### src/rtl/core/assert_macros.svh
// assertion macros for the keypad scanner rtl
`ifndef ASSERT_MACROS_SVH
`define ASSERT_MACROS_SVH
`ifndef SYNTHESIS
`define KPS_ASSERT(lbl, clk, rst_n, prop) \
	lbl: assert property (@(posedge clk) disable iff (!rst_n) prop) \
	else $error("keypad scanner assertion failed");
`define KPS_ASSERT_NEVER(lbl, clk, rst_n, cond) \
	lbl: assert property (@(posedge clk) disable iff (!rst_n) !(cond)) \
	else $error("keypad scanner forbidden condition seen");
`else
`define KPS_ASSERT(lbl, clk, rst_n, prop)
`define KPS_ASSERT_NEVER(lbl, clk, rst_n, cond)
`endif
`endif

### src/rtl/core/kps_pkg.sv
// types, constants and the column decode for the keypad scanner
`default_nettype none
package kps_pkg;

	localparam int CNT_W   = 16;
	localparam int COLS    = 4;
	localparam int MASK_W  = 9;
	localparam int CODE_W  = 4;
	localparam int DRIVE_W = 2;
	localparam int CFG_W   = 16;
	localparam int IDX_W   = 2;

	localparam logic [CNT_W-1:0] SETTLE_RESET = 16'h1000;
	localparam logic [CNT_W-1:0] STABLE_RESET = 16'd500;

	localparam logic [IDX_W-1:0] CFG_SETTLE_TICKS   = 2'd0;
	localparam logic [IDX_W-1:0] CFG_STABLE_SAMPLES = 2'd1;
	localparam logic [IDX_W-1:0] CFG_SCAN_MODE      = 2'd2;

	localparam logic [DRIVE_W-1:0] DRIVE_BOTH = 2'b11;
	localparam logic [DRIVE_W-1:0] DRIVE_ROW1 = 2'b10;
	localparam logic [DRIVE_W-1:0] DRIVE_ROW0 = 2'b01;

	localparam logic [CODE_W-1:0] CODE_NONE = 4'd0;
	localparam logic [CODE_W-1:0] CODE_PUSH = 4'd9;
	localparam logic [CODE_W-1:0] ROW1_OFFSET = 4'd4;

	localparam logic MODE_SINGLE = 1'b0;

	typedef struct packed {
		logic [COLS-1:0] column_pins_n;
		logic            push_pin_n;
	} kps_in_t;

	typedef struct packed {
		logic [DRIVE_W-1:0] row_drive;
		logic               scan_done;
		logic [CODE_W-1:0]  key_code;
		logic [MASK_W-1:0]  key_mask;
	} kps_out_t;

	// key number for exactly one pressed column, 0 otherwise
	function automatic logic [2:0] col_code(input logic [COLS-1:0] pressed);
		logic [2:0] c;
		case (pressed)
			4'b0001: c = 3'd1;
			4'b0010: c = 3'd2;
			4'b0100: c = 3'd3;
			4'b1000: c = 3'd4;
			default: c = 3'd0;
		endcase
		return c;
	endfunction

endpackage
`default_nettype wire

### src/rtl/core/kps_in_if.sv
// pin sample channel of the keypad scanner
`default_nettype none
interface kps_in_if;
	logic       valid;
	logic       ready;
	logic [3:0] column_pins_n;
	logic       push_pin_n;

	modport source (output valid, output column_pins_n, output push_pin_n, input ready);
	modport sink (input valid, input column_pins_n, input push_pin_n, output ready);
endinterface
`default_nettype wire

### src/rtl/core/kps_out_if.sv
// result channel of the keypad scanner
`default_nettype none
interface kps_out_if;
	logic       valid;
	logic       ready;
	logic [1:0] row_drive;
	logic       scan_done;
	logic [3:0] key_code;
	logic [8:0] key_mask;

	modport source (output valid, output row_drive, output scan_done, output key_code,
		output key_mask, input ready);
	modport sink (input valid, input row_drive, input scan_done, input key_code,
		input key_mask, output ready);
endinterface
`default_nettype wire

### src/rtl/core/keypad_scan_debounce.sv
// keypad scanner top level: debounce, row scan and result queue
// One pin sample is taken per item and every item yields one result item.
// An item is registered on entry, the scan step is worked out from that
// register and the scan state, and the result goes into a two-entry output
// queue; one item is accepted in every cycle while results drain. Each
// result passes the input register and then the queue head. Items are
// accepted while a result waits, until the output queue is full.
// Configuration writes take effect at once and are meant for idle periods.
`default_nettype none
`include "assert_macros.svh"
module keypad_scan_debounce
	import kps_pkg::*;
(
	input  wire              clk,
	input  wire              arst_n,
	input  wire              cfg_we,
	input  wire [IDX_W-1:0]  cfg_index,
	input  wire [CFG_W-1:0]  cfg_data,
	kps_in_if.sink           keys,
	kps_out_if.source        result
);

	typedef enum logic [1:0] {
		PH_ALL_SETTLE  = 2'd0,
		PH_STABLE      = 2'd1,
		PH_ROW1_SETTLE = 2'd2,
		PH_ROW0_SETTLE = 2'd3
	} phase_t;

	logic [CNT_W-1:0] settle_q;
	logic [CNT_W-1:0] stable_q;
	logic             mode_q;

	phase_t           phase_q, phase_n;
	logic [CNT_W-1:0] cnt_q, cnt_n, cnt_inc;
	logic [4:0]       ref_q, ref_n;
	logic [COLS-1:0]  part_q, part_n;

	logic    item_v_s1;
	kps_in_t item_s1;

	logic     head_v_q, skid_v_q;
	kps_out_t head_q, skid_q;

	logic     adv, pop, in_ready;
	kps_out_t res;

	logic [COLS-1:0] pressed;
	logic [4:0]      sample;
	logic [2:0]      col;

	// configuration registers
	always_ff @(posedge clk or negedge arst_n) begin
		if (!arst_n) begin
			settle_q <= SETTLE_RESET;
			stable_q <= STABLE_RESET;
			mode_q   <= MODE_SINGLE;
		end else if (cfg_we) begin
			case (cfg_index)
				CFG_SETTLE_TICKS:   settle_q <= cfg_data[CNT_W-1:0];
				CFG_STABLE_SAMPLES: stable_q <= cfg_data[CNT_W-1:0];
				CFG_SCAN_MODE:      mode_q   <= cfg_data[0];
				default: ;
			endcase
		end
	end

	assign pop      = head_v_q && result.ready;
	assign adv      = item_v_s1 && (!skid_v_q || result.ready);
	assign in_ready = !item_v_s1 || adv;
	assign keys.ready = in_ready;

	// input register
	always_ff @(posedge clk or negedge arst_n) begin
		if (!arst_n) begin
			item_v_s1 <= 1'b0;
		end else if (in_ready) begin
			item_v_s1 <= keys.valid;
		end
	end

	always_ff @(posedge clk) begin
		if (in_ready && keys.valid) begin
			item_s1.column_pins_n <= keys.column_pins_n;
			item_s1.push_pin_n    <= keys.push_pin_n;
		end
	end

	// scan step
	assign pressed = ~item_s1.column_pins_n;
	assign sample  = {item_s1.column_pins_n, item_s1.push_pin_n};
	assign col     = col_code(pressed);
	assign cnt_inc = cnt_q + CNT_W'(1);

	always_comb begin
		phase_n       = phase_q;
		cnt_n         = cnt_q;
		ref_n         = ref_q;
		part_n        = part_q;
		res.row_drive = DRIVE_BOTH;
		res.scan_done = 1'b0;
		res.key_code  = CODE_NONE;
		res.key_mask  = '0;
		case (phase_q)
			PH_STABLE: begin
				res.row_drive = DRIVE_BOTH;
				if (sample != ref_q) begin
					res.scan_done = 1'b1;
				end else begin
					cnt_n = cnt_inc;
					if (cnt_inc >= stable_q) begin
						cnt_n   = '0;
						phase_n = PH_ROW1_SETTLE;
					end
				end
			end
			PH_ROW1_SETTLE: begin
				res.row_drive = DRIVE_ROW1;
				if (cnt_q >= settle_q) begin
					part_n = pressed;
					cnt_n  = '0;
					if (mode_q == MODE_SINGLE && col != 3'd0) begin
						res.scan_done = 1'b1;
						res.key_code  = {1'b0, col} + ROW1_OFFSET;
					end else begin
						phase_n = PH_ROW0_SETTLE;
					end
				end else begin
					cnt_n = cnt_inc;
				end
			end
			PH_ROW0_SETTLE: begin
				res.row_drive = DRIVE_ROW0;
				if (cnt_q >= settle_q) begin
					res.scan_done = 1'b1;
					if (mode_q == MODE_SINGLE) begin
						res.key_code = !item_s1.push_pin_n ? CODE_PUSH : {1'b0, col};
					end else begin
						res.key_mask = {~item_s1.push_pin_n, part_q, pressed};
					end
				end else begin
					cnt_n = cnt_inc;
				end
			end
			default: begin
				res.row_drive = DRIVE_BOTH;
				if (cnt_q >= settle_q) begin
					ref_n   = sample;
					cnt_n   = '0;
					phase_n = (stable_q == '0) ? PH_ROW1_SETTLE : PH_STABLE;
				end else begin
					cnt_n = cnt_inc;
				end
			end
		endcase
		if (res.scan_done) begin
			phase_n = PH_ALL_SETTLE;
			cnt_n   = '0;
		end
	end

	always_ff @(posedge clk or negedge arst_n) begin
		if (!arst_n) begin
			phase_q <= PH_ALL_SETTLE;
			cnt_q   <= '0;
			ref_q   <= '0;
			part_q  <= '0;
		end else if (adv) begin
			phase_q <= phase_n;
			cnt_q   <= cnt_n;
			ref_q   <= ref_n;
			part_q  <= part_n;
		end
	end

	// two-entry result queue
	always_ff @(posedge clk or negedge arst_n) begin
		if (!arst_n) begin
			head_v_q <= 1'b0;
			skid_v_q <= 1'b0;
		end else begin
			if (pop) begin
				if (skid_v_q) begin
					skid_v_q <= adv;
				end else begin
					head_v_q <= adv;
				end
			end else if (adv) begin
				if (!head_v_q) begin
					head_v_q <= 1'b1;
				end else begin
					skid_v_q <= 1'b1;
				end
			end
		end
	end

	always_ff @(posedge clk) begin
		if (pop) begin
			if (skid_v_q) begin
				head_q <= skid_q;
				if (adv) begin
					skid_q <= res;
				end
			end else if (adv) begin
				head_q <= res;
			end
		end else if (adv) begin
			if (!head_v_q) begin
				head_q <= res;
			end else begin
				skid_q <= res;
			end
		end
	end

	assign result.valid     = head_v_q;
	assign result.row_drive = head_q.row_drive;
	assign result.scan_done = head_q.scan_done;
	assign result.key_code  = head_q.key_code;
	assign result.key_mask  = head_q.key_mask;

	// checks
	`KPS_ASSERT(a_skid_behind_head, clk, arst_n, skid_v_q |-> head_v_q)
	`KPS_ASSERT(a_idle_no_key, clk, arst_n,
		(result.valid && !result.scan_done) |-> (result.key_code == CODE_NONE && result.key_mask == '0))
	`KPS_ASSERT_NEVER(a_code_and_mask, clk, arst_n,
		result.valid && result.key_code != CODE_NONE && result.key_mask != '0)
	`KPS_ASSERT(a_row_scan_count, clk, arst_n,
		(adv && phase_q == PH_STABLE && !res.scan_done) |=> (cnt_q != '0 || phase_q == PH_ROW1_SETTLE))

endmodule
`default_nettype wire
### src/flat_wrapper.sv
// flat-port wrapper written by rule: the top's interface ports become plain ports
module keypad_scan_debounce_flat import kps_pkg::*;
  (clk, arst_n, cfg_we, cfg_index, cfg_data, keys_valid, keys_column_pins_n, keys_push_pin_n, keys_ready, result_valid, result_row_drive, result_scan_done, result_key_code, result_key_mask, result_ready);
  kps_in_if keys_i ();
  kps_out_if result_i ();
  input  wire clk;
  input  wire arst_n;
  input  wire cfg_we;
  input  wire [IDX_W-1:0] cfg_index;
  input  wire [CFG_W-1:0] cfg_data;
  input wire logic [$bits(keys_i.valid)-1:0] keys_valid;
  input wire logic [$bits(keys_i.column_pins_n)-1:0] keys_column_pins_n;
  input wire logic [$bits(keys_i.push_pin_n)-1:0] keys_push_pin_n;
  output wire logic [$bits(keys_i.ready)-1:0] keys_ready;
  output wire logic [$bits(result_i.valid)-1:0] result_valid;
  output wire logic [$bits(result_i.row_drive)-1:0] result_row_drive;
  output wire logic [$bits(result_i.scan_done)-1:0] result_scan_done;
  output wire logic [$bits(result_i.key_code)-1:0] result_key_code;
  output wire logic [$bits(result_i.key_mask)-1:0] result_key_mask;
  input wire logic [$bits(result_i.ready)-1:0] result_ready;
  assign keys_i.valid = keys_valid;
  assign keys_i.column_pins_n = keys_column_pins_n;
  assign keys_i.push_pin_n = keys_push_pin_n;
  assign keys_ready = keys_i.ready;
  assign result_valid = result_i.valid;
  assign result_row_drive = result_i.row_drive;
  assign result_scan_done = result_i.scan_done;
  assign result_key_code = result_i.key_code;
  assign result_key_mask = result_i.key_mask;
  assign result_i.ready = result_ready;
  keypad_scan_debounce u_core (.clk(clk), .arst_n(arst_n), .cfg_we(cfg_we), .cfg_index(cfg_index), .cfg_data(cfg_data), .keys(keys_i), .result(result_i));
endmodule
### config.mk
export PLATFORM = sky130hd
export DESIGN_NAME = keypad_scan_debounce_flat
export DESIGN_NICKNAME = d
export VERILOG_FILES = /design/src/rtl/core/kps_pkg.sv /design/src/rtl/core/kps_in_if.sv /design/src/rtl/core/kps_out_if.sv /design/src/rtl/core/keypad_scan_debounce.sv /design/src/flat_wrapper.sv
export VERILOG_INCLUDE_DIRS = /design/src /design/src/rtl/core
export SDC_FILE = /design/constraint.sdc
export NUM_CORES = 1
export LEC_CHECK = 0
export BUFFER_PORTS_ARGS = -buffer_cell sky130_fd_sc_hd__buf_2
export CORE_ASPECT_RATIO = 0.9
export CORE_UTILIZATION = 40
export CTS_CLUSTER_SIZE = 40
export DETAILED_ROUTE_END_ITERATION = 10
export SYNTH_ARGS = -nofsm -noshare
export SYNTH_HDL_FRONTEND = slang
export SYNTH_SLANG_ARGS = --single-unit
### constraint.sdc
create_clock -name clk -period 3.3 [get_ports clk]
set_input_delay 0.66 -clock clk [delete_from_list [all_inputs] [get_ports clk]]
set_output_delay 0.66 -clock clk [all_outputs]
set_load 0.05 [all_outputs]
==> impl_metrics.ini, run 1 <==
[run_status]
outcome = finished with violations
violations = design-rule violations, negative setup slack

[logic_synthesis]
synth_top_area_cell = dfrtp_1
synth_ff_type = dfrtp_1
synth_cells = 496
yosys-top-cells-area = dfrtp_1 (26%), edfxtp_1 (20%), ha_1 (9.1%), mux2_2 (6.2%), nand2_1 (3.4%)
async_flop_share_pct = 63.00
synth_area_um2 = 5471
ys_warn_count = 0
avgSynthCellArea_um2 = 11.03
synth_edf_count = 37
ys_ff_latch = 100
yosysTopAreaCellShare_pct = 25.61
mappedNetlistNets = 564
ys_types = 60
synth.yosys.seq_area_share_pct = 49.28

[clocking]
htreeDepth = 3
cts_root_buf = clkbuf_16
clockBufferDepth = 2
cts_tree = built
cts_made_buffers = 9
clk_latency_ns = 0.35
clock_sinks = 100
cts_hold_buf = 0
clkTransAtPathRegs_ns = 0.07

[timing]
hold_ws_ns = 0.3174
slew_headroom_pct = 43.16
rsz0062_at_grt = yes
skew_ns = 0.007293
setup_slack_ns = -0.01755
hold_viol = 0
clock.fmax_ghz = 0.3014
fin_crit_sh_pct = 100.5
worst_pin_slew_ns = 0.8500
setup_viol = 6
finalSetupTns_ns = -0.07855
period_minus_slack_ns = 3.318
slew_viol_final = 0

[grt]
grt_overflow = 0
grt_pass1_wl_um = 19600
track_usage_pct = 17.70
first_global_vias = 3903
grt_antenna_before_repair = 0
grt_max_degree = 37

[routing]
via_per_inst = 5.337
drc = 4
drtIter0Drc = 234
wl_um = 11800
drt_pass1_iterations = 8
antenna_left = 0
via_count = 3944
avgRoutedWirePerCell_um = 15.97

[setup_path]
critPathArrivalTime_ns = 3.56
critPathKind = reg2reg
cp_max_fo = 4
crit_required_ns = 3.54
worst_setup_path_end_kind = flip-flop
cp-start-kind = flip-flop

[floorplanning]
die_area_um2 = 14150
boundaryPins = 46
start_util_pct = 40.95
die_w_um = 125.3
die_h_um = 113.0
fp-row-count = 40
core_area_um2 = 13360

[placement]
routabilityCongestion = 0.8290
place.port_buffers = 45
hpwl_um = 8676
placed_cells = 719
dpl_cell_area_um2 = 6093

[layout]
fin_area_um2 = 6524
final_layout_size_suffix_gt1_share_pct = 30.47
diodes = 0
layout.cells.non_filler = 739
nets = 634
area_growth_pct = 19.23
fillers = 1180

[pwr]
power_leakage_nw = 2.912
vdd_ir_drop_max_mv = 0.3447
power_density_nw_per_um2 = 592.1
power_mw = 3.863

[flow_run]
max_cap_viol_count = 0

[worst_hold_path]
min_path_type = in2async
## registers in the layout, indices dropped and copies added (netlist names)
name,flops
u_core.settle_q,16
u_core.item_v_s1,1
u_core.result.key_code,4
u_core.result.valid,1
u_core.ref_q,5
u_core.item_s1,5
u_core.skid_v_q,1
u_core.result.key_mask,9
u_core.result.row_drive,2
u_core.phase_q,2
u_core.part_q,4
u_core.skid_q,16
u_core.stable_q,16
u_core.mode_q,1
u_core.cnt_q,16
u_core.result.scan_done,1
## layer usage
metal | vias to the layer above | wire (um) | track usage, % | part of all wire, %
li1 | 1911 | - | - | -
met1 | 1935 | 5613 | 23.68 | 48
met2 | 87 | 5566 | 28.42 | 47
met3 | 11 | 456 | 4.775 | 3.9
met4 | 0 | 163 | 4.797 | 1.4
met5 | - | 0 | 0 | 0
## synth_stat cells (3+ instances only)
cell	count
a21o_1	6
a21oi_1	10
a22o_1	8
a41oi_1	4
and2_4	4
and3_1	7
clkbuf_1	13
dfrtp_1	56
dfstp_2	7
edfxtp_1	37
ha_1	40
inv_1	47
mux2_2	30
mux2i_1	3
nand2_1	50
nand2b_1	3
nand3_1	15
nand4_1	11
nand4b_1	4
nor2_1	18
nor3_1	4
nor3b_1	3
nor4_1	4
o211ai_1	5
o21a_1	3
o21ai_0	30
o31ai_1	8
xnor2_1	12
xor2_1	10
## cells in the final DEF (no fill, tap or decap), drive strengths merged, types with 5 or more instances in the layout
cell / synthesis / layout
and2: 6 / 6
a22o: 8 / 8
edfxtp: 37 / 37
o21ai: 34 / 35
buf: 7 / 77
a21o: 6 / 6
nand2: 50 / 50
dfstp: 7 / 7
ha: 40 / 40
xnor2: 12 / 12
o211ai: 5 / 5
mux2: 30 / 30
a21oi: 10 / 10
dfrtp: 56 / 56
o31ai: 10 / 10
clkbuf: 13 / 11
inv: 47 / 48
nor2: 18 / 18
nand3: 16 / 16
and3: 8 / 9
nand4: 11 / 11
xor2: 10 / 10
## where the power goes
part,internal (mW),total [mW],switching [mW]
combinational,0.511,1.24,0.727
sequential,1.50,1.63,0.130
clock,0.535,0.994,0.459
total,2.55,3.86,1.32
## worst paths after layout
| check | from | end | slack, ns | depth (start not counted) |
|---|---|---|---|---|
| max | u_core.cnt_q[0]$_DFFE_PN0P_ | u_core.phase_q[1]$_DFFE_PN0P_ | -0.02 | 14 |
| max reg2reg | u_core.cnt_q[0]$_DFFE_PN0P_ | u_core.phase_q[1]$_DFFE_PN0P_ | -0.02 | 14 |
| min reg2reg | u_core.part_q[2]$_DFFE_PN0P_ | u_core.part_q[2]$_DFFE_PN0P_ | 0.49 | 2 |
| min | arst_n | u_core.stable_q[13]$_DFFE_PN0P_ | 0.32 | 2 |
| max in group asynchronous | arst_n | u_core.cnt_q[0]$_DFFE_PN0P_ | 2.56 | 2 |
| min in group clk | keys_column_pins_n[3] | u_core.item_s1[4]$_DFFE_PP_ | 0.48 | 1 |
## per-stage QoR
| step | utilization, % | worst slack, ns |
|---|---|---|
| floorplan | - | 0.08868 |
| global placement | 45.60 | 0.03758 |
| detailed placement | 45.60 | -0.09591 |
| CTS | 48.02 | 0.03656 |
| global route | 48.82 | -0.1611 |
| finish | 48.82 | -0.01755 |
## cells by family after synthesis
| kind of cell | count (synthesis) | share of synthesized area, % |
|---|---|---|
| and+or+nand+nor | 137 | 13.15 |
| DFF | 100 | 49.28 |
| AOI/OAI and AO/OA | 97 | 13.19 |
| buffers and inverters | 67 | 4.985 |
| adders and majority gates | 40 | 9.147 |
| muxes | 33 | 6.723 |
| xor gates and xnor gates | 22 | 3.522 |
## layout make-up
class | count | area [um2] | area share (%)
flip-flops and latches | 100 | 2698 | 41.35
multi-input cells | 331 | 2688 | 41.20
repair buffers | 77 | 469.2 | 7.192
clock buffers | 11 | 242.7 | 3.721
inverters | 47 | 178.9 | 2.743
well taps | 168 | 210.2 | 3.222
clock inverters | 5 | 37.54 | 0.5754
## critical path, stage by stage (launching register included)
cell	delay [ns]
dfrtp_2	0.40
nand4_1	0.12
nor2_2	0.16
and4_4	0.26
nand4_1	0.18
xnor2_1	0.24
ha_1	0.29
nand4_1	0.13
nor3_1	0.07
or4b_4	0.48
a211o_4	0.36
buf_6	0.13
o211ai_1	0.14
nor3_1	0.08
a21o_1	0.17
## timing repair
item,4_1_cts,5_1_grt
setup buffers,1,1
cloned,2,0
resized for setup,4,21
endpoints found under the setup margin,15,18
pin swaps,3,21
Note: power is estimated with default switching activity, not from simulation.
==> run 2: changes to the inputs <==
--- a/config.mk
+++ b/config.mk
@@ -9,8 +9,9 @@
 export BUFFER_PORTS_ARGS = -buffer_cell sky130_fd_sc_hd__buf_2
 export CORE_ASPECT_RATIO = 0.9
 export CORE_UTILIZATION = 40
-export CTS_CLUSTER_SIZE = 40
+export CTS_CLUSTER_SIZE = 24
 export DETAILED_ROUTE_END_ITERATION = 10
+export RECOVER_POWER = 100
 export SYNTH_ARGS = -nofsm -noshare
 export SYNTH_HDL_FRONTEND = slang
 export SYNTH_SLANG_ARGS = --single-unit
==> constraint.sdc (replaced) <==
create_clock -name clk -period 3.91 [get_ports clk]
set_input_delay 0.782 -clock clk [delete_from_list [all_inputs] [get_ports clk]]
set_output_delay 0.782 -clock clk [all_outputs]
set_load 0.05 [all_outputs]
==> impl_metrics.ini, run 2 (synthesis gave the netlist of run 1 again) <==
[pwr]
power_mw = 3.183
vdd_ir_drop_max_mv = 0.2802
internal-power_mw = 2.120
seq_power_share_pct = 43.6
clkPwrFrac_pct = 28.3
power_leakage_nw = 2.687
netSwitchingFraction_pct = 33.40
comb_power_share_pct = 28.1
p_sw_mw = 1.063
power_density_nw_per_um2 = 516.1

[timing]
worst_pin_slew_ns = 1.970
finalSetupTns_ns = 0
slew_viol_final = 36
period_minus_slack_ns = 3.754
hold_viol = 0
skew_ns = 0.006718
clock.fmax_ghz = 0.2664
hold_ws_ns = 0.4742
setup_viol = 0
slew_headroom_pct = -31.32
setup_slack_ns = 0.1562
fin_crit_sh_pct = 96.00

[setup_path]
worst_setup_path_end_kind = flip-flop
worst_path_largest_cell_delay_ns = 0.63
slowest_stage = or4b_2
path_buf_inv = 2
crit_required_ns = 4.18
critPathArrivalTime_ns = 4.02
critPathKind = reg2reg
cp_max_fo = 10
cp-start-kind = flip-flop
path_delay_family = simple AND/OR/NAND/NOR gates
path_cells = ha_4, nand3_1, or2_2, inv_1, nand3_2, nor2_1, xor2_1, ha_1, nand4_1, nor3_1, or4b_2, a211o_4, o21ai_2, buf_6, a41oi_1, mux2i_1

[layout]
area_growth_pct = 12.71
fin_area_um2 = 6167
nets = 617
final_layout_size_suffix_gt1_share_pct = 17.87
final_cell_mix = dfrtp_1 (55), nand2_1 (50), inv_1 (47)
final_common_cell = dfrtp_1
fillers = 1261
diodes = 0

[clocking]
cts_made_buffers = 9
clk_latency_ns = 0.35
clkTransAtPathRegs_ns = 0.07
cts_root_buf = clkbuf_16
clockBufferDepth = 2
cts_hold_buf = 0
clock_sinks = 100
htreeDepth = 3
cts_tree = built

[routing]
wl_met3_um = 337
via_count = 3780
wl_met2_um = 5376
avgRoutedWirePerCell_um = 15.59
wl_met1_um = 5416
antenna_left = 0
via_per_inst = 5.235
drc = 0
drtIter0Drc = 311
wl_um = 11260
drt_pass1_iterations = 6
top_layer = met4

[grt]
track_usage_pct = 17.29
first_global_vias = 3840
grt_pass1_wl_um = 19030
grt_antenna_before_repair = 0
grt_max_degree = 36
grt_overflow = 0

[placement]
hpwl_um = 8458
routabilityCongestion = 0.8118
dpl_cell_area_um2 = 5913
dp_slack_ns = -0.03748
place.port_buffers = 45

[run_status]
violations = max-capacitance violations, max-slew violations
outcome = finished with violations

[floorplanning]
die_h_um = 113.0
fp-row-count = 40
die_area_um2 = 14150
core_area_um2 = 13360
boundaryPins = 46
start_util_pct = 40.95
die_w_um = 125.3

[worst_hold_path]
min_path_type = reg2reg

[flow_run]
max_cap_viol_count = 1
[run 2: cell types whose count changed in the layout (fill, tap and decap cells not counted), sizes merged]
cell	before	now
clkinv	3	1
o21ai	35	34
and3	9	8
clkbuf	11	38
bufinv	0	1
buf	77	34
inv	48	50
[run 2: per-stage QoR]
| step | instances | util (%) |
|---|---|---|
| 2_1_floorplan | 496 | - |
| 3_3_place_gp | 702 | 44.25 |
| 3_5_place_dp | 702 | 44.25 |
| 4_1_cts | 718 | 46.51 |
| 5_1_grt | 722 | 46.15 |
| 6_report | 722 | 46.15 |
[run 2: final timing paths]
kind / end / start / cells after the start / slack [ns]
min in group asynchronous: u_core.phase_q[0]$_DFFE_PN0P_ / arst_n / 1 / 0.98
min: u_core.part_q[0]$_DFFE_PN0P_ / u_core.part_q[0]$_DFFE_PN0P_ / 2 / 0.47
max reg2reg: u_core.cnt_q[15]$_DFFE_PN0P_ / u_core.cnt_q[0]$_DFFE_PN0P_ / 16 / 0.16
max: u_core.cnt_q[15]$_DFFE_PN0P_ / u_core.cnt_q[0]$_DFFE_PN0P_ / 16 / 0.16
min reg2reg: u_core.part_q[0]$_DFFE_PN0P_ / u_core.part_q[0]$_DFFE_PN0P_ / 2 / 0.47
max in group asynchronous: u_core.cnt_q[1]$_DFFE_PN0P_ / arst_n / 2 / 1.37
[run 2: per-layer routing]
| layer | up-vias | GRT usage (%) |
|---|---|---|
| met3 | 11 | 3.735 |
| met4 | 0 | 5.447 |
| met2 | 58 | 29.01 |
| met5 | - | 0 |
| met1 | 1831 | 22.42 |
| li1 | 1880 | - |
[run 2: worst reg2reg max path, cell delays in order (launching register included)]
cell,delay (ns)
dfrtp_1,0.40
ha_4,0.18
nand3_1,0.10
or2_2,0.36
inv_1,0.08
nand3_2,0.12
nor2_1,0.15
xor2_1,0.23
ha_1,0.28
nand4_1,0.17
nor3_1,0.09
or4b_2,0.63
a211o_4,0.31
o21ai_2,0.08
buf_6,0.17
a41oi_1,0.12
mux2i_1,0.21
[run 2: power groups by stage]
| stage | combinational (mW) | sequential (mW) | clock [mW] |
|---|---|---|---|
| 3_5_place_dp | 0.910 | 1.40 | 0 |
| 4_1_cts | 0.917 | 1.38 | 0.936 |
| 3_3_place_gp | 0.885 | 1.40 | 0 |
| 6_report | 0.895 | 1.39 | 0.902 |
| 2_1_floorplan | 0.599 | 1.46 | 0 |
| 5_1_grt | 0.995 | 1.41 | 0.974 |
[run 2: final cells by class]
cell class | instances | area (um2) | share of cell area, %
flip-flops and latches | 100 | 2698 | 43.74
multi-input cells | 329 | 2477 | 40.17
repair buffers | 62 | 306.5 | 4.971
clock buffers | 10 | 229.0 | 3.713
well taps | 168 | 210.2 | 3.408
inverters | 47 | 176.4 | 2.861
clock inverters | 6 | 70.07 | 1.136
[run 2: repair_timing]
item / CTS / global route
cloned: 0 / 0
resized for setup: 1 / 5
pin swaps: 0 / 2
setup endpoints to repair: 6 / 18
buffers inserted: 0 / 4
